--- src/design/matrix_vector_multiply_defines.svh ---
// ----------------------------------------------------------------------------
// Assertion macros for the matrix-vector multiply block
// Checks are compiled in unless ASSERT_OFF is set.
// ----------------------------------------------------------------------------
`ifndef MATRIX_VECTOR_MULTIPLY_DEFINES_SVH
`define MATRIX_VECTOR_MULTIPLY_DEFINES_SVH

`ifndef ASSERT_OFF
// Concurrent check on clk_i, quiet while rst_ni is low
`define MVM_ASSERT(label, prop, msg) \
  label: assert property (@(posedge clk_i) disable iff (!rst_ni) prop) else $error(msg);
// Condition that must never be seen at a clock edge
`define MVM_ASSERT_NEVER(label, cond, msg) \
  `MVM_ASSERT(label, !(cond), msg)
`else
`define MVM_ASSERT(label, prop, msg)
`define MVM_ASSERT_NEVER(label, cond, msg)
`endif

`endif

--- src/design/mvm_fifo.sv ---
// ----------------------------------------------------------------------------
// mvm_fifo
// Small register queue with occupancy count; depth is a power of two.
// ----------------------------------------------------------------------------
module mvm_fifo #(
  parameter int unsigned DATA_W = 8,
  parameter int unsigned DEPTH  = 2
) (
  input  logic                           clk_i,
  input  logic                           rst_ni,
  input  logic                           push_i,
  input  logic [DATA_W-1:0]              data_i,
  output logic                           full_o,
  input  logic                           pop_i,
  output logic [DATA_W-1:0]              data_o,
  output logic                           empty_o,
  output logic [$clog2(DEPTH+1)-1:0]     count_o
);

  localparam int unsigned PtrW = $clog2(DEPTH);
  localparam int unsigned CntW = $clog2(DEPTH + 1);

  logic [DATA_W-1:0] slot_q [DEPTH];
  logic [PtrW-1:0]   wr_ptr_q, rd_ptr_q;
  logic [CntW-1:0]   count_q;
  logic              do_push, do_pop;

  assign full_o  = (count_q == CntW'(DEPTH));
  assign empty_o = (count_q == '0);
  assign count_o = count_q;
  assign data_o  = slot_q[rd_ptr_q];
  assign do_push = push_i && !full_o;
  assign do_pop  = pop_i && !empty_o;

  // Store the incoming beat
  always_ff @(posedge clk_i) begin
    if (do_push) begin
      slot_q[wr_ptr_q] <= data_i;
    end
  end

  // Advance pointers and occupancy
  always_ff @(posedge clk_i or negedge rst_ni) begin
    if (!rst_ni) begin
      wr_ptr_q <= '0;
      rd_ptr_q <= '0;
      count_q  <= '0;
    end else begin
      if (do_push) begin
        wr_ptr_q <= wr_ptr_q + PtrW'(1);
      end
      if (do_pop) begin
        rd_ptr_q <= rd_ptr_q + PtrW'(1);
      end
      if (do_push && !do_pop) begin
        count_q <= count_q + CntW'(1);
      end else if (do_pop && !do_push) begin
        count_q <= count_q - CntW'(1);
      end
    end
  end

endmodule

--- config.mk ---
export PLATFORM = sky130hd
export DESIGN_NAME = mvm_fifo
export DESIGN_NICKNAME = d
export VERILOG_FILES = /design/src/design/matrix_vector_multiply_defines.svh /design/src/design/mvm_fifo.sv
export SDC_FILE = /design/constraint.sdc
export NUM_CORES = 1
export LEC_CHECK = 0
export BUFFER_PORTS_ARGS = -buffer_cell sky130_fd_sc_hd__clkbuf_2
export CAP_MARGIN = 15
export CORE_UTILIZATION = 30
export DETAILED_ROUTE_END_ITERATION = 8
export GPL_TIMING_DRIVEN = 1
export PLACE_DENSITY = 0.56
export SLEW_MARGIN = 15
export SYNTH_ARGS = -nofsm -noshare
export SYNTH_HDL_FRONTEND = slang
export SYNTH_SLANG_ARGS = --single-unit
--- constraint.sdc ---
create_clock -name clk_i -period 1.3 [get_ports clk_i]
set_input_delay 0.26 -clock clk_i [delete_from_list [all_inputs] [get_ports clk_i]]
set_output_delay 0.26 -clock clk_i [all_outputs]
set_load 0.02 [all_outputs]
==> results.yml <==
synth:
  synth_nets: 57
  seq_area_frac_synth: 0.7424
  netlist_area_um2: 782.0
  synth_top_area_frac: 0.6144
  synth_top_area_cell: "edfxtp_1"
  synthTopCellsByCount: "edfxtp_1 (16), mux2_1 (6), dfrtp_1 (4)"
  ys_ff_latch: 20
  syn_avg_cell_area_um2: 17.77
  ys_warn_count: 0
  synthArstFlopShare: 0.2000
  synthCells: 44
  yosysMostFrequentCell: "edfxtp_1"
  synthTopCellsByArea: "edfxtp_1 (61%), dfrtp_1 (13%), mux2_1 (8.6%)"
  ys_types: 15
  ys.flop_type: "edfxtp_1"
  synth_edf_count: 16
floorplanning:
  die_w_um: 53.06
  rows: 18
  die_area_um2: 2815
  io_pins: 24
  fp.coreArea_um2: 2477
  start_util: 0.3157
  die_y_um: 53.06
placement:
  postPlaceCellArea_um2: 1027
  io_buffer_count: 23
  dp_cells: 103
  place_ws_ns: -0.06526
  gp_congestion: 0.6086
  place_hpwl_um: 928
setup_path:
  worst-setup-path-type: "flop to output pin"
  worstPathRequired_ns: 1.04
  r2r_end: "count_o[1]"
  crit_start: "rd_ptr_q"
  critPathLaunchType: "flop"
  arrival_ns: 1.30
  timing.rr.start: "count_o[0]"
  crit_fanout: 4
  crit_end: "data_o[4]"
  worstRegToRegCells: 7
  worstSetupEndpointType: "output pin"
  r2r_setup_slack_ns: -0.05
cts:
  cts-root-buf: "clkbuf_4"
  ctsLongestPathBuffers: 2
  clk_pin_slew_ns: 0.11
  h-tree-depth: 1
  cts_buffers: 3
  clock-sinks: 20
  cts_tree: "done"
  clock_latency_ns: 0.29
global_route:
  grt_use_total: 0.1119
  grt_pass1_vias: 538
  overflow: 0
  grt_max_degree: 12
  grt_pass1_wl_um: 2180
  antenna_found_initial: 0
routing:
  drt_wl_total_um: 1415
  drtIter0Drc: 1
  avgRoutedWirePerCell_um: 12.41
  drc: 0
  route.antenna.remaining_nets: 0
  drtPass1Iterations: 2
  vias: 489
  avgViaCountPerCell: 4.289
sta:
  hold_viol_final: 0
  layout_setup_ws_ns: -0.2596
  finalCritPeriodShare: 1.200
  slew_viol_final: 0
  worst_slew_pin_slew_ns: 0.2140
  maxSlewHeadroom: 0.8573
  finalSetupViolCount: 11
  rsz0062_at_grt: "yes"
  max_freq_ghz: 0.6412
  period_needed_ns: 1.560
  finClkSkew_ns: 0.007609
  timing.setup.tns_ns: -2.109
finish:
  seqCellArea_um2: 584.3
  areaGrowthSynthToFinish_pct: 62.08
  layout.cells.non_filler: 114
  postLayoutCellArea_um2: 1267
  fillCellCount: 235
  n_antenna_cell: 0
  multi_input_area_um2: 256.5
  drive_gt1_frac: 0.7143
  finalNetCount: 98
  fin_util: 0.5116
flow_run:
  cap_violations: 0
power_and_ir_drop:
  p_leak_nw: 0.5388
  ir_worst_vdd_mv: 1.532
  p_per_area_nw_per_um2: 2468
hold_path:
  worstHoldStart: "data_i[3]"
  hold_path.class: "input pin to flop"
status:
  status: "complete, but fails checks"
  violations: "negative setup slack"
## sequential cells by signal (all words and copies together) (netlist names)
name	count
count_o	2
rd_ptr_q	1
slot_q	16
wr_ptr_q	1
## worst min path at each step
stage                    to  cells after the start  slack (ns)
2_1_floorplan    count_o[0]                      0       -0.04
4_1_cts        slot_q[1][4]                      1        0.15
6_report       slot_q[0][3]                      1        0.15
3_5_place_dp     count_o[1]                      1        0.08
5_1_grt        slot_q[0][4]                      1        0.13
3_3_place_gp       wr_ptr_q                      1        0.08
## kinds of logic (layout without fill, tap and decap cells)
| group | count (synthesis) | in the layout | synth area share |
|---|---|---|---|
| buf+inv | 3 | 43 | 0.01600 |
| flops | 20 | 20 | 0.7424 |
| fa+ha+maj | 1 | 1 | 0.01600 |
| simple gates | 6 | 6 | 0.03841 |
| compound gates | 1 | 1 | 0.006394 |
| mux | 8 | 8 | 0.1152 |
| xor+xnor | 5 | 5 | 0.06561 |
## where the power goes
| group | switching [W] | internal (W) | leakage [nW] |
|---|---|---|---|
| sequential | 0.0000995 | 0.000905 | 0.192 |
| combinational | 0.000757 | 0.00107 | 0.332 |
| clock | 0.000182 | 0.000119 | 0.0150 |
| total | 0.00104 | 0.00209 | 0.539 |
## worst max-delay path, cell delays in order (launching register included)
cell and delay [ns]:
dfrtp_2 0.44, buf_6 0.14, mux2_4 0.30, buf_8 0.13
## per-layer routing
metal | track usage | wire, um | vias to the layer above
met5 | 0 | 0 | -
met4 | 0.02632 | 0 | 0
met3 | 0.02586 | 81 | 0
met2 | 0.2131 | 750 | 18
met1 | 0.1230 | 583 | 233
li1 | - | - | 238
## cell type report
type                       instances  share of cell area
clock buffer                       4             0.02073
inverter                           2            0.005923
multi-input combinational         21              0.2024
sequential                        20              0.4610
tap                               30             0.02961
timing repair buffer              37              0.2804
## per-stage QoR
step	hold slack, ns	power (W)
2_1_floorplan	-0.03559	0.001719
3_3_place_gp	0.07581	0.002135
6_report	0.1539	0.003128
5_1_grt	0.1287	0.003308
4_1_cts	0.1534	0.002914
3_5_place_dp	0.07948	0.002158
## placed cells by master (no fill, tap or decap), types with 2 or more instances in the layout
| cell | n |
|---|---|
| mux2_2 | 2 |
| buf_4 | 7 |
| mux2_4 | 6 |
| xnor2_1 | 2 |
| inv_2 | 2 |
| buf_6 | 10 |
| clkbuf_2 | 11 |
| nor2_4 | 2 |
| buf_8 | 7 |
| clkbuf_4 | 3 |
| dfrtp_2 | 3 |
| xor2_1 | 2 |
| edfxtp_1 | 16 |
## what timing repair did
| action | 4_1_cts | 5_1_grt |
|---|---|---|
| setup buffers | 5 | 1 |
| endpoints found under the hold margin | 4 | 0 |
| pin swaps | 3 | 0 |
| endpoints found under the setup margin | 20 | 21 |
| resized for setup | 30 | 24 |
| hold buffers | 1 | 0 |
(Power assumes the default switching activity.)
