`src/design/matrix_vector_multiply_defines.svh`:
```
// ----------------------------------------------------------------------------
// Assertion macros for the matrix-vector multiply block
// Checks are compiled in unless ASSERT_OFF is set.
// ----------------------------------------------------------------------------
`ifndef MATRIX_VECTOR_MULTIPLY_DEFINES_SVH
`define MATRIX_VECTOR_MULTIPLY_DEFINES_SVH

`ifndef ASSERT_OFF
// Concurrent check on clk_i, quiet while rst_ni is low
`define MVM_ASSERT(label, prop, msg) \
  label: assert property (@(posedge clk_i) disable iff (!rst_ni) prop) else $error(msg);
// Condition that must never be seen at a clock edge
`define MVM_ASSERT_NEVER(label, cond, msg) \
  `MVM_ASSERT(label, !(cond), msg)
`else
`define MVM_ASSERT(label, prop, msg)
`define MVM_ASSERT_NEVER(label, cond, msg)
`endif

`endif

```
`src/design/mvm_pkg.sv`:
```
// ----------------------------------------------------------------------------
// mvm_pkg
// Shared widths, register indexes and beat types of the GEMV block.
// ----------------------------------------------------------------------------
package mvm_pkg;

  localparam int unsigned ValueW   = 16;
  localparam int unsigned ProdW    = 32;
  localparam int unsigned AccW     = 48;
  localparam int unsigned RowIdxW  = 16;
  localparam int unsigned ColsCfgW = 13;
  localparam int unsigned RowsCfgW = 16;
  localparam int unsigned CfgIdxW  = 2;
  localparam int unsigned CfgDataW = 16;

  localparam int unsigned ResetColsInUse = 64;
  localparam int unsigned ResetRowsInUse = 64;

  // Configuration register indexes
  localparam logic [CfgIdxW-1:0] RegColsInUse = 2'd0;
  localparam logic [CfgIdxW-1:0] RegRowsInUse = 2'd1;

  typedef enum logic {
    FuncLoad   = 1'b0,
    FuncWeight = 1'b1
  } func_e;

  // Classified operation handed from front to back
  typedef struct packed {
    logic                     is_load;
    logic                     end_row;
    logic                     last_row;
    logic [RowIdxW-1:0]       row_index;
    logic signed [ValueW-1:0] value;
  } op_t;

  // One row result
  typedef struct packed {
    logic signed [AccW-1:0] row_value;
    logic [RowIdxW-1:0]     row_index;
    logic                   last_row;
  } res_t;

endpackage

```
`src/design/mvm_front.sv`:
```
// ----------------------------------------------------------------------------
// mvm_front
// Accepts input beats, tracks load, column and row positions and
// classifies each beat into an operation for the back end.
// ----------------------------------------------------------------------------
module mvm_front #(
  parameter int unsigned MAX_COLS = 4096,
  parameter int unsigned MAX_ROWS = 65535
) (
  input  logic                           clk_i,
  input  logic                           rst_ni,
  input  logic                           push_i,
  input  logic                           func_i,
  input  logic signed [mvm_pkg::ValueW-1:0] value_i,
  input  logic                           q_full_i,
  output logic                           op_push_o,
  output mvm_pkg::op_t                   op_o,
  output logic [$clog2(MAX_COLS)-1:0]    addr_o,
  input  logic                           cfg_valid_i,
  input  logic [mvm_pkg::CfgIdxW-1:0]    cfg_index_i,
  input  logic [mvm_pkg::CfgDataW-1:0]   cfg_data_i
);
  import mvm_pkg::*;

  localparam int unsigned ColW = $clog2(MAX_COLS);
  localparam int unsigned RowW = $clog2(MAX_ROWS);
  localparam int unsigned CcW  = ($clog2(MAX_COLS + 1) > ColsCfgW) ?
                                 $clog2(MAX_COLS + 1) : ColsCfgW;
  localparam int unsigned RcW  = ($clog2(MAX_ROWS + 1) > RowsCfgW) ?
                                 $clog2(MAX_ROWS + 1) : RowsCfgW;
  localparam logic [ColW-1:0] RstLastCol =
    ColW'(((ResetColsInUse > MAX_COLS) ? MAX_COLS : ResetColsInUse) - 1);
  localparam logic [RowW-1:0] RstLastRow =
    RowW'(((ResetRowsInUse > MAX_ROWS) ? MAX_ROWS : ResetRowsInUse) - 1);

  // Clamp a column count to 1..MAX_COLS and return its last index
  function automatic logic [ColW-1:0] last_col_of(input logic [ColsCfgW-1:0] cfg);
    logic [CcW-1:0] v;
    v = CcW'(cfg);
    if (v == '0) begin
      return '0;
    end else if (v > CcW'(MAX_COLS)) begin
      return ColW'(MAX_COLS - 1);
    end else begin
      return ColW'(v - CcW'(1));
    end
  endfunction

  // Clamp a row count to 1..MAX_ROWS and return its last index
  function automatic logic [RowW-1:0] last_row_of(input logic [RowsCfgW-1:0] cfg);
    logic [RcW-1:0] v;
    v = RcW'(cfg);
    if (v == '0) begin
      return '0;
    end else if (v > RcW'(MAX_ROWS)) begin
      return RowW'(MAX_ROWS - 1);
    end else begin
      return RowW'(v - RcW'(1));
    end
  endfunction

  logic [ColW-1:0] last_col_q;
  logic [RowW-1:0] last_row_q;
  logic [ColW-1:0] load_pos_q, load_pos_d;
  logic [ColW-1:0] col_q, col_d;
  logic [RowW-1:0] row_q, row_d;
  logic [ColW-1:0] load_addr;
  logic [RowW+RowIdxW-1:0] row_ext;
  logic            accept;

  assign accept    = push_i && !q_full_i;
  assign op_push_o = accept;
  assign row_ext   = {{RowIdxW{1'b0}}, row_q};

  // Classify the beat and work out the next positions
  always_comb begin
    load_pos_d      = load_pos_q;
    col_d           = col_q;
    row_d           = row_q;
    load_addr       = (load_pos_q > last_col_q) ? '0 : load_pos_q;
    op_o.is_load    = 1'b0;
    op_o.end_row    = 1'b0;
    op_o.last_row   = 1'b0;
    op_o.row_index  = row_ext[RowIdxW-1:0];
    op_o.value      = value_i;
    addr_o          = col_q;
    if (func_i == FuncWeight) begin
      load_pos_d = '0;
      if (col_q >= last_col_q) begin
        op_o.end_row  = 1'b1;
        op_o.last_row = (row_q >= last_row_q);
        col_d         = '0;
        row_d         = (row_q >= last_row_q) ? '0 : row_q + RowW'(1);
      end else begin
        col_d = col_q + ColW'(1);
      end
    end else begin
      op_o.is_load = 1'b1;
      addr_o       = load_addr;
      load_pos_d   = (load_addr >= last_col_q) ? '0 : load_addr + ColW'(1);
      col_d        = '0;
      row_d        = '0;
    end
  end

  // Hold positions and clamped limits
  always_ff @(posedge clk_i or negedge rst_ni) begin
    if (!rst_ni) begin
      last_col_q <= RstLastCol;
      last_row_q <= RstLastRow;
      load_pos_q <= '0;
      col_q      <= '0;
      row_q      <= '0;
    end else begin
      if (cfg_valid_i) begin
        case (cfg_index_i)
          RegColsInUse: last_col_q <= last_col_of(cfg_data_i[ColsCfgW-1:0]);
          RegRowsInUse: last_row_q <= last_row_of(cfg_data_i[RowsCfgW-1:0]);
          default: ;
        endcase
      end
      if (accept) begin
        load_pos_q <= load_pos_d;
        col_q      <= col_d;
        row_q      <= row_d;
      end
    end
  end

endmodule

```
`config.mk`:
```
export PLATFORM = sky130hd
export DESIGN_NAME = mvm_front
export DESIGN_NICKNAME = d
export VERILOG_FILES = /design/src/design/matrix_vector_multiply_defines.svh /design/src/design/mvm_pkg.sv /design/src/design/mvm_front.sv
export SDC_FILE = /design/constraint.sdc
export NUM_CORES = 1
export LEC_CHECK = 0
export ABC_AREA = 1
export BUFFER_PORTS_ARGS = -buffer_cell sky130_fd_sc_hd__buf_4
export CAP_MARGIN = 10
export CORE_MARGIN = 2
export CORE_UTILIZATION = 25
export CTS_CLUSTER_DIAMETER = 200
export DETAILED_ROUTE_END_ITERATION = 16
export PLACE_DENSITY = 0.44
export SYNTH_ARGS = -nofsm -noshare
export SYNTH_HDL_FRONTEND = slang
export SYNTH_SLANG_ARGS = --single-unit
export TNS_END_PERCENT = 30
```
`constraint.sdc`:
```
create_clock -name clk_i -period 3.41 [get_ports clk_i]
set_input_delay 0.1705 -clock clk_i [delete_from_list [all_inputs] [get_ports clk_i]]
set_output_delay 0.1705 -clock clk_i [all_outputs]
set_load 0.005 [all_outputs]
```
==> flow_summary.rst, run 1 <==
.. list-table::
   :header-rows: 1

   * - Metric
     - Value
   * - R2r worst-path depth
     - 19
   * - Post-synthesis compound-gate area fraction
     - 13.5%
   * - First drt pass iteration count
     - 4
   * - Floorplan die area
     - 0.0227 mm2
   * - Antenna violations before repair
     - 0
   * - Final number of setup-violating endpoints
     - 0
   * - Top-level I/O count
     - 88
   * - Total Routed Length
     - 16.0 mm
   * - Cell repeated most along the worst path
     - sky130_fd_sc_hd__nand2_1
   * - Combinational family with the most area after synthesis
     - simple AND/OR/NAND/NOR gates
   * - Root buffer cell
     - sky130_fd_sc_hd__clkbuf_16
   * - Minimum clock period
     - 3.15 ns
   * - Starting Density
     - 25.5%
   * - Avg WL per Cell
     - 15.4 um
   * - Final-report hold violation count
     - 14
   * - RePlAce Congestion
     - 0.857
   * - Maximum level of the CTS H-tree
     - 3
   * - Post-synthesis cell type count
     - 43
   * - Footprint of the multi-input gates
     - 0.00305 mm2
   * - Overflow after GRT
     - 0
   * - Final HPWL DP
     - 12.5 mm
   * - Share of synthesized cell area in full adder, half adder and majority cells
     - 13.3%
   * - Slew at the pin closest to its max-slew limit
     - 1.01 ns
   * - Pin count of the biggest net entering global routing
     - 69
   * - Sort of element at the start of the critical path
     - flop
   * - Async set-or-reset flop fraction in the synthesized netlist
     - 100%
   * - Result of the run
     - finished with violations
   * - Post-route standard cell area excluding fillers
     - 0.00637 mm2
   * - Number of diodes added for antenna fixing
     - 0
   * - Relative contribution of combinational cells to total power
     - 23.7%
   * - Area occupied by registers
     - 0.00172 mm2
   * - Vias in the first global route
     - 4706
   * - Post-layout utilization of the core
     - 30.2%
   * - Number of synthesized flops with an enable pin
     - 0
   * - Via count
     - 4736
   * - Share of the synthesized netlist area taken by xor and xnor gates
     - 3.10%
   * - Clock insertion delay at the later pin of the skew report
     - 0.34 ns
   * - Reg power frac
     - 37.7%
   * - Area Growth Syn to Fin
     - 18.6%
   * - TritonCTS clock tree
     - built
   * - Final setup skew
     - 0.0116 ns
   * - TritonCTS Buffers
     - 9
   * - Endpoint kind of the worst setup timing path
     - flop
   * - Wire length of the first global-routing pass
     - 26.0 mm
   * - Die height
     - 151 um
   * - Number of buffers added on ports
     - 55
   * - Vias per cell
     - 4.54
   * - Count of max-cap constraint violations
     - 0
   * - Max Buffers Root-to-Sink
     - 2
   * - Gate count of the mapped netlist
     - 711
   * - Max transition margin
     - 32.4%
   * - Placement Cell Area
     - 0.00603 mm2
   * - Final Non-Filler Cells
     - 1043
   * - Worst-case setup slack after placement
     - 0.277 ns
   * - Warnings from Yosys
     - 0
   * - TritonCTS sink count
     - 68
   * - Number of DRC markers in iteration 0
     - 287
   * - Post-route worst hold slack
     - -0.0565 ns
   * - Arrival @ worst endpoint
     - 3.41 ns
   * - Post-Synth Simple-Gate Area
     - 26.7%
   * - Leading register cell type out of synthesis
     - sky130_fd_sc_hd__dfrtp_1
   * - Clock power share
     - 38.6%
   * - Post-synthesis net count
     - 808
   * - RR Startpoint
     - last_col_q[3]$_DFFE_PN1P_
   * - Power Density
     - 404 mW/mm2
   * - Switching component of the power
     - 0.817 mW
   * - Worst hold path class
     - input port to async pin
   * - Fmax
     - 317 MHz
   * - Setup slack of the critical path after layout
     - 0.260 ns
   * - Crit-path max FO
     - 7
   * - Die width
     - 151 um
   * - Post-Synthesis Mean Instance Area
     - 7.55 um2
   * - Filler Cell Count
     - 2299
   * - Switch share
     - 31.8%
   * - Count of nets after finishing
     - 860
   * - Reg-to-reg critical path endpoint
     - load_pos_q[6]$_DFFE_PN0P_
   * - Multiplexer area fraction after synthesis
     - 0%
   * - Sequential element share of the synthesized area
     - 32.0%
   * - Total number of placement rows
     - 53
   * - Antenna Violating Nets Remaining
     - 0
   * - Post-placement cell count
     - 1026
   * - Internal reg-to-reg setup slack
     - 0.26 ns
   * - Required arrival time at the worst endpoint
     - 3.67 ns
   * - DRC violations left
     - 0
   * - Ordered list of cells on the worst path
     - inv_1 -> ha_1 -> nand2_1 -> inv_1 -> nand2_1 -> nand2_1 -> nand2_1 -> nand3_1 -> nand2_2 -> clkinvlp_4 -> nor2_1 -> ha_1 -> a21oi_1 -> o21a_1 -> nand4_1 -> nor3_4 -> buf_4 -> nand3_1 -> o21ai_0
   * - Power after layout
     - 2.57 mW
   * - Max Transition Viols Final
     - 0
   * - Total negative slack for setup checks
     - 0 ns
   * - Layout cells sized above 1
     - 18.9%
   * - Netlist area before placement
     - 0.00537 mm2
   * - Count of state elements after synthesis
     - 68
   * - Clock-pin slew reported for the worst setup and hold paths after clock tree synthesis
     - 0.06 ns
   * - Global router's overall resource usage
     - 14.9%
   * - Delay of the slowest cell on the worst path
     - 0.51 ns
   * - Placeable Area
     - 0.0211 mm2
   * - Worst supply voltage drop on vdd
     - 0.236 mV
   * - Internal Dissipation
     - 1.75 mW
   * - Failing checks
     - negative hold slack
   * - Slowest stage cell, crit path
     - sky130_fd_sc_hd__dfstp_2
   * - Reported leakage power
     - 3.04 nW
   * - Crit path kind
     - flop to flop
   * - Share of the cycle needed by the critical path after routing
     - 92.4%
==> flip-flops by register name, summed over array words and instances (netlist names) <==
signal,flops
last_col_q,12
last_row_q,16
row_q,16
col_q,12
load_pos_q,12
==> synthesized netlist by cell type (10+ instances only) <==
cell / number / area [um2]
sky130_fd_sc_hd__nand2_1: 124 / 465
sky130_fd_sc_hd__inv_1: 99 / 372
sky130_fd_sc_hd__nor2_1: 63 / 236
sky130_fd_sc_hd__ha_1: 57 / 713
sky130_fd_sc_hd__dfrtp_1: 56 / 1400
sky130_fd_sc_hd__nand3_1: 51 / 255
sky130_fd_sc_hd__o21ai_0: 43 / 215
sky130_fd_sc_hd__a21oi_1: 34 / 170
sky130_fd_sc_hd__o22ai_1: 22 / 138
sky130_fd_sc_hd__nand4_1: 18 / 113
sky130_fd_sc_hd__buf_4: 17 / 128
sky130_fd_sc_hd__xor2_1: 14 / 123
sky130_fd_sc_hd__dfstp_2: 12 / 315
sky130_fd_sc_hd__nor3_1: 10 / 50.1
==> power by group through the flow <==
stage          Clock, mW  Sequential (mW)  Combinational [mW]
2_1_floorplan          0            0.960               0.406
3_3_place_gp           0            0.985               0.616
3_5_place_dp           0            0.984               0.613
4_1_cts             1.02            0.970               0.618
5_1_grt             1.05            0.980               0.709
6_report           0.993            0.970               0.608
==> routing by layer <==
layer	global-route usage (%)	vias up	wire length [um]
met3	1.91	18	634
met4	4.81	0	282
met1	21.2	2178	7920
li1	-	2457	-
met5	0	-	0
met2	23.5	83	7180
==> worst max path at each step <==
stage | start | endpoint | slack [ns] | depth (start not counted)
finish | last_col_q[3]$_DFFE_PN1P_ | load_pos_q[6]$_DFFE_PN0P_ | 0.26 | 19
detailed placement | last_col_q[3]$_DFFE_PN1P_ | load_pos_q[6]$_DFFE_PN0P_ | 0.28 | 20
global route | last_col_q[3]$_DFFE_PN1P_ | load_pos_q[6]$_DFFE_PN0P_ | -0.002 | 19
global placement | last_col_q[3]$_DFFE_PN1P_ | load_pos_q[6]$_DFFE_PN0P_ | 0.31 | 19
CTS | last_col_q[5]$_DFFE_PN1P_ | load_pos_q[6]$_DFFE_PN0P_ | 0.27 | 17
floorplan | last_col_q[3]$_DFFE_PN1P_ | load_pos_q[3]$_DFFE_PN0P_ | 0.51 | 18
==> cells by family (layout without fill, tap and decap cells) <==
family / Yosys count / after routing
and+or+nand+nor: 303 / 303
buffers and inverters: 136 / 193
AOI/OAI and AO/OA: 128 / 128
DFF: 68 / 68
adders and majority gates: 57 / 57
xor gates and xnor gates: 19 / 19
==> critical path, delay by kind of cell, from the launching register on <==
kind / cells / cell delay [ns]
AO/OA/AOI/OAI: 3 / 0.38
buffers and inverters: 4 / 0.52
AND/OR/NAND/NOR: 10 / 1.08
adder cells (fa/ha/maj): 2 / 0.60
flip-flops: 1 / 0.51
==> timing repair <==
action | 4_1_cts | 5_1_grt
endpoints found under the hold margin | 1 | 0
hold buffers | 1 | 0
setup endpoints to repair | 0 | 4
buffers inserted | 0 | 0
resized for setup | 0 | 4
==> area by class of cell <==
class	instances	area share [%]
sequential	68	26.9
clock buffer	11	3.97
tap	275	5.40
clock inverter	5	0.923
inverter	104	6.19
multi-input combinational	507	47.9
timing repair buffer	73	8.64
==> layout by cell type, fill, tap and decap left out, drive strengths merged <==
| master | instances |
|---|---|
| o31ai | 3 |
| nor2 | 77 |
| nand3b | 1 |
| and2 | 1 |
| nand2 | 128 |
| dfrtp | 56 |
| or2 | 2 |
| a21boi | 1 |
| nor4 | 4 |
| ha | 57 |
| o22ai | 22 |
| bufinv | 1 |
| nor3 | 15 |
| buf | 72 |
| xnor2 | 5 |
| o211ai | 2 |
| o21a | 1 |
| a21o | 1 |
| a31oi | 3 |
| dlygate4sd3 | 1 |
| nor3b | 1 |
| clkinvlp | 3 |
| inv | 103 |
| o21bai | 3 |
| dfstp | 12 |
| clkbuf | 11 |
| a22o | 1 |
| nand3 | 55 |
| xor2 | 14 |
| a21oi | 34 |
| nand4 | 19 |
| o21ai | 57 |
| clkinv | 2 |
Power figures use the tool's default switching activity.
==> run 2, diff against run 1 <==
--- a/config.mk
+++ b/config.mk
@@ -13,6 +13,7 @@
 export CTS_CLUSTER_DIAMETER = 200
 export DETAILED_ROUTE_END_ITERATION = 16
 export PLACE_DENSITY = 0.44
+export REMOVE_ABC_BUFFERS = 1
 export SYNTH_ARGS = -nofsm -noshare
 export SYNTH_HDL_FRONTEND = slang
 export SYNTH_SLANG_ARGS = --single-unit
==> flow_summary.rst, run 2 (synthesis gave the netlist of run 1 again) <==
.. list-table::
   :header-rows: 1

   * - Metric
     - Value
   * - Reg-to-reg critical path endpoint
     - load_pos_q[5]$_DFFE_PN0P_
   * - Antenna violations before repair
     - 0 (unchanged)
   * - Required arrival time at the worst endpoint
     - 3.67 ns (about the same)
   * - Root buffer cell
     - sky130_fd_sc_hd__clkbuf_16
   * - Sort of element at the start of the critical path
     - flop
   * - RR Startpoint
     - last_col_q[3]$_DFFE_PN1P_
   * - Global router's overall resource usage
     - 15.1% (+0.16 points)
   * - Share of the cycle needed by the critical path after routing
     - 89.8% (-2.6 points)
   * - Setup bufs post-CTS
     - 0 (unchanged)
   * - Slowest stage cell, crit path
     - sky130_fd_sc_hd__dfstp_2
   * - Number of diodes added for antenna fixing
     - 0 (unchanged)
   * - Maximum level of the CTS H-tree
     - 3 (unchanged)
   * - Top-level I/O count
     - 88 (unchanged)
   * - Minimum clock period
     - 3.06 ns (-0.0881 ns)
   * - Total negative slack for setup checks
     - 0 ns (unchanged)
   * - Vias per cell
     - 4.65 (+2.4%)
   * - Placeable Area
     - 0.0211 mm2 (unchanged)
   * - Internal Dissipation
     - 1.71 mW (-2.7%)
   * - Internal reg-to-reg setup slack
     - 0.35 ns (+0.09 ns)
   * - Slew at the pin closest to its max-slew limit
     - 0.952 ns (-0.0574 ns)
   * - Final number of setup-violating endpoints
     - 0 (unchanged)
   * - Vias in the first global route
     - 4830 (+2.6%)
   * - Reported leakage power
     - 3.03 nW (-0.51%)
   * - Unrepaired setup endpoints after global routing
     - false
   * - Die width
     - 151 um (unchanged)
   * - RePlAce Congestion
     - 0.849 (-0.85%)
   * - Switching component of the power
     - 0.815 mW (-0.24%)
   * - Count of max-cap constraint violations
     - 0 (unchanged)
   * - Most frequent cells in the layout
     - sky130_fd_sc_hd__nand2_1, sky130_fd_sc_hd__inv_1, sky130_fd_sc_hd__buf_4, sky130_fd_sc_hd__nor2_1, sky130_fd_sc_hd__ha_1
   * - Result of the run
     - finished with violations
   * - Beginning of the critical path
     - last_col_q[3]$_DFFE_PN1P_
   * - Commonest non-fill, non-tap cell in the layout
     - sky130_fd_sc_hd__nand2_1
   * - DRC violations left
     - 0 (unchanged)
   * - Avg WL per Cell
     - 15.6 um (+1.7%)
   * - Crit path kind
     - flop to flop
   * - Clock insertion delay at the later pin of the skew report
     - 0.34 ns (about the same)
   * - Max transition margin
     - 36.2% (+3.8 points)
   * - Delay of the slowest cell on the worst path
     - 0.52 ns (about the same)
   * - Worst supply voltage drop on vdd
     - 0.254 mV (+7.8%)
   * - Final Non-Filler Cells
     - 1041 (-0.19%)
   * - Layout cells sized above 1
     - 18.4% (-0.47 points)
   * - Max Transition Viols Final
     - 0 (unchanged)
   * - Top flop regs
     - last_row_q: 16 flops, row_q: 16 flops
   * - Final setup skew
     - 0.0105 ns (-0.00115 ns)
   * - Area Growth Syn to Fin
     - 17.8%
   * - Total number of placement rows
     - 53 (unchanged)
   * - Post-route worst hold slack
     - -0.0243 ns (+0.0322 ns)
   * - Clock power share
     - 37.8% (-0.8 points)
   * - Antenna Violating Nets Remaining
     - 0 (unchanged)
   * - TritonCTS Buffers
     - 9 (unchanged)
   * - Switch share
     - 32.3% (+0.54 points)
   * - Relative contribution of combinational cells to total power
     - 23.8% (about the same)
   * - Final HPWL DP
     - 12.5 mm (-0.52%)
   * - Number of DRC markers in iteration 0
     - 255 (-11%)
   * - Starting Density
     - 25.5% (unchanged)
   * - Number of buffers added on ports
     - 55 (unchanged)
   * - Crit-path max FO
     - 8 (+1)
   * - TritonCTS sink count
     - 68 (unchanged)
   * - Clock-pin slew reported for the worst setup and hold paths after clock tree synthesis
     - 0.06 ns (about the same)
   * - Worst setup path endpoint
     - load_pos_q[5]$_DFFE_PN0P_
   * - Filler Cell Count
     - 2325 (+1.1%)
   * - Worst hold path class
     - input port to async pin
   * - Arrival @ worst endpoint
     - 3.32 ns (-0.09 ns)
   * - R2r worst-path depth
     - 20 (+1)
   * - Pin count of the biggest net entering global routing
     - 69 (unchanged)
   * - Ordered list of cells on the worst path
     - inv_1 -> ha_1 -> nand2_1 -> inv_1 -> nand2_1 -> nand2_1 -> nand2_1 -> nand3_1 -> nand2_2 -> inv_1 -> nor2_1 -> ha_1 -> a21oi_1 -> o21ai_0 -> nand2_1 -> nand4_1 -> nor3_2 -> buf_4 -> nand2_1 -> o22ai_1
   * - Post-placement cell count
     - 1024 (-0.19%)
   * - Fmax
     - 327 MHz (+2.9%)
   * - Die height
     - 151 um (unchanged)
   * - Failing checks
     - negative hold slack
   * - Power Density
     - 398 mW/mm2 (-1.3%)
   * - First drt pass iteration count
     - 5 (+1)
   * - Final-report hold violation count
     - 17 (+3)
   * - Reg power frac
     - 38.4% (+0.7 points)
   * - Via count
     - 4841 (+2.2%)
   * - Floorplan die area
     - 0.0227 mm2 (unchanged)
   * - TritonCTS clock tree
     - built
   * - Max Buffers Root-to-Sink
     - 2 (unchanged)
   * - Cell repeated most along the worst path
     - sky130_fd_sc_hd__nand2_1
   * - Count of nets after finishing
     - 858 (-0.23%)
   * - Total Routed Length
     - 16.3 mm (+1.5%)
   * - Wire length of the first global-routing pass
     - 26.1 mm (+0.26%)
   * - Endpoint kind of the worst setup timing path
     - flop
   * - Overflow after GRT
     - 0 (unchanged)
run 2: cell types whose count changed in the layout (fill, tap and decap cells not counted):
cell	delta
sky130_fd_sc_hd__buf_4	-3
sky130_fd_sc_hd__inv_2	+1
sky130_fd_sc_hd__clkinv_4	+1
sky130_fd_sc_hd__nor2_1	+2
sky130_fd_sc_hd__inv_6	-1
sky130_fd_sc_hd__nor3_4	-1
sky130_fd_sc_hd__clkbuf_1	+1
sky130_fd_sc_hd__nor3_2	+1
sky130_fd_sc_hd__buf_6	+1
sky130_fd_sc_hd__nand2_1	-1
sky130_fd_sc_hd__clkbuf_8	-2
sky130_fd_sc_hd__nor2_2	-2
sky130_fd_sc_hd__nand2_2	+1
run 2: final cells by class:
cell class	instances	area, um2	area share, %
multi-input cells	507	3040	48.1
well taps	275	344	5.44
flip-flops and latches	68	1720	27.1
inverters	104	390	6.17
repair buffers	71	539	8.52
clock inverters	6	66.3	1.05
clock buffers	10	229	3.62
run 2: timing repair:
action                                 CTS  global route
endpoints found under the hold margin    1             0
gates resized for setup                  0             3
setup endpoints to repair                0             8
hold buffers                             1             0
run 2: worst min-delay path by stage:
stage / to / slack [ns] / cells past startpoint
after global placement: op_o[0] / 0.34 / 0
final: load_pos_q[11]$_DFFE_PN0P_ / -0.02 / 1
after floorplan: col_q[0]$_DFFE_PN0P_ / -0.13 / 0
after global routing: last_col_q[10]$_DFFE_PN0P_ / 0.06 / 1
after detailed placement: op_o[0] / 0.34 / 0
after CTS: load_pos_q[11]$_DFFE_PN0P_ / 0.02 / 1
run 2: per-stage QoR:
| step | hold slack (ns) | setup slack [ns] | power [mW] | area, um2 | utilization, % |
|---|---|---|---|---|---|
| finish | -0.0243 | 0.348 | 2.52 | 6330 | 30.0 |
| global route | 0.0635 | 0.0154 | 2.70 | 6330 | 30.0 |
| CTS | 0.0224 | 0.261 | 2.56 | 6320 | 30.0 |
| detailed placement | 0.341 | 0.285 | 1.59 | 6020 | 28.5 |
| global placement | 0.341 | 0.302 | 1.58 | 6020 | 28.5 |
| floorplan | -0.125 | 0.399 | 1.34 | 5150 | - |
run 2: metal layers:
metal,track usage [%],vias to the layer above,share of wire [%]
li1,-,2457,-
met1,21.2,2242,51
met2,23.5,137,43
met3,3.82,5,5.5
met4,2.90,0,0.54
met5,0,-,0
run 2: power groups by stage:
| stage | clock (mW) | sequential [mW] | combinational (mW) |
|---|---|---|---|
| final | 0.954 | 0.968 | 0.601 |
| after global routing | 1.03 | 0.978 | 0.700 |
| after CTS | 0.988 | 0.967 | 0.609 |
| after detailed placement | 0 | 0.981 | 0.605 |
| after global placement | 0 | 0.982 | 0.601 |
| after floorplan | 0 | 0.960 | 0.378 |
run 2: worst max-delay path: cells and delay by family (launching register included):
family	cells	cell delay, ns
flops	1	0.52
fa+ha+maj	2	0.61
buf+inv	4	0.45
compound gates	3	0.36
simple gates	11	1.04
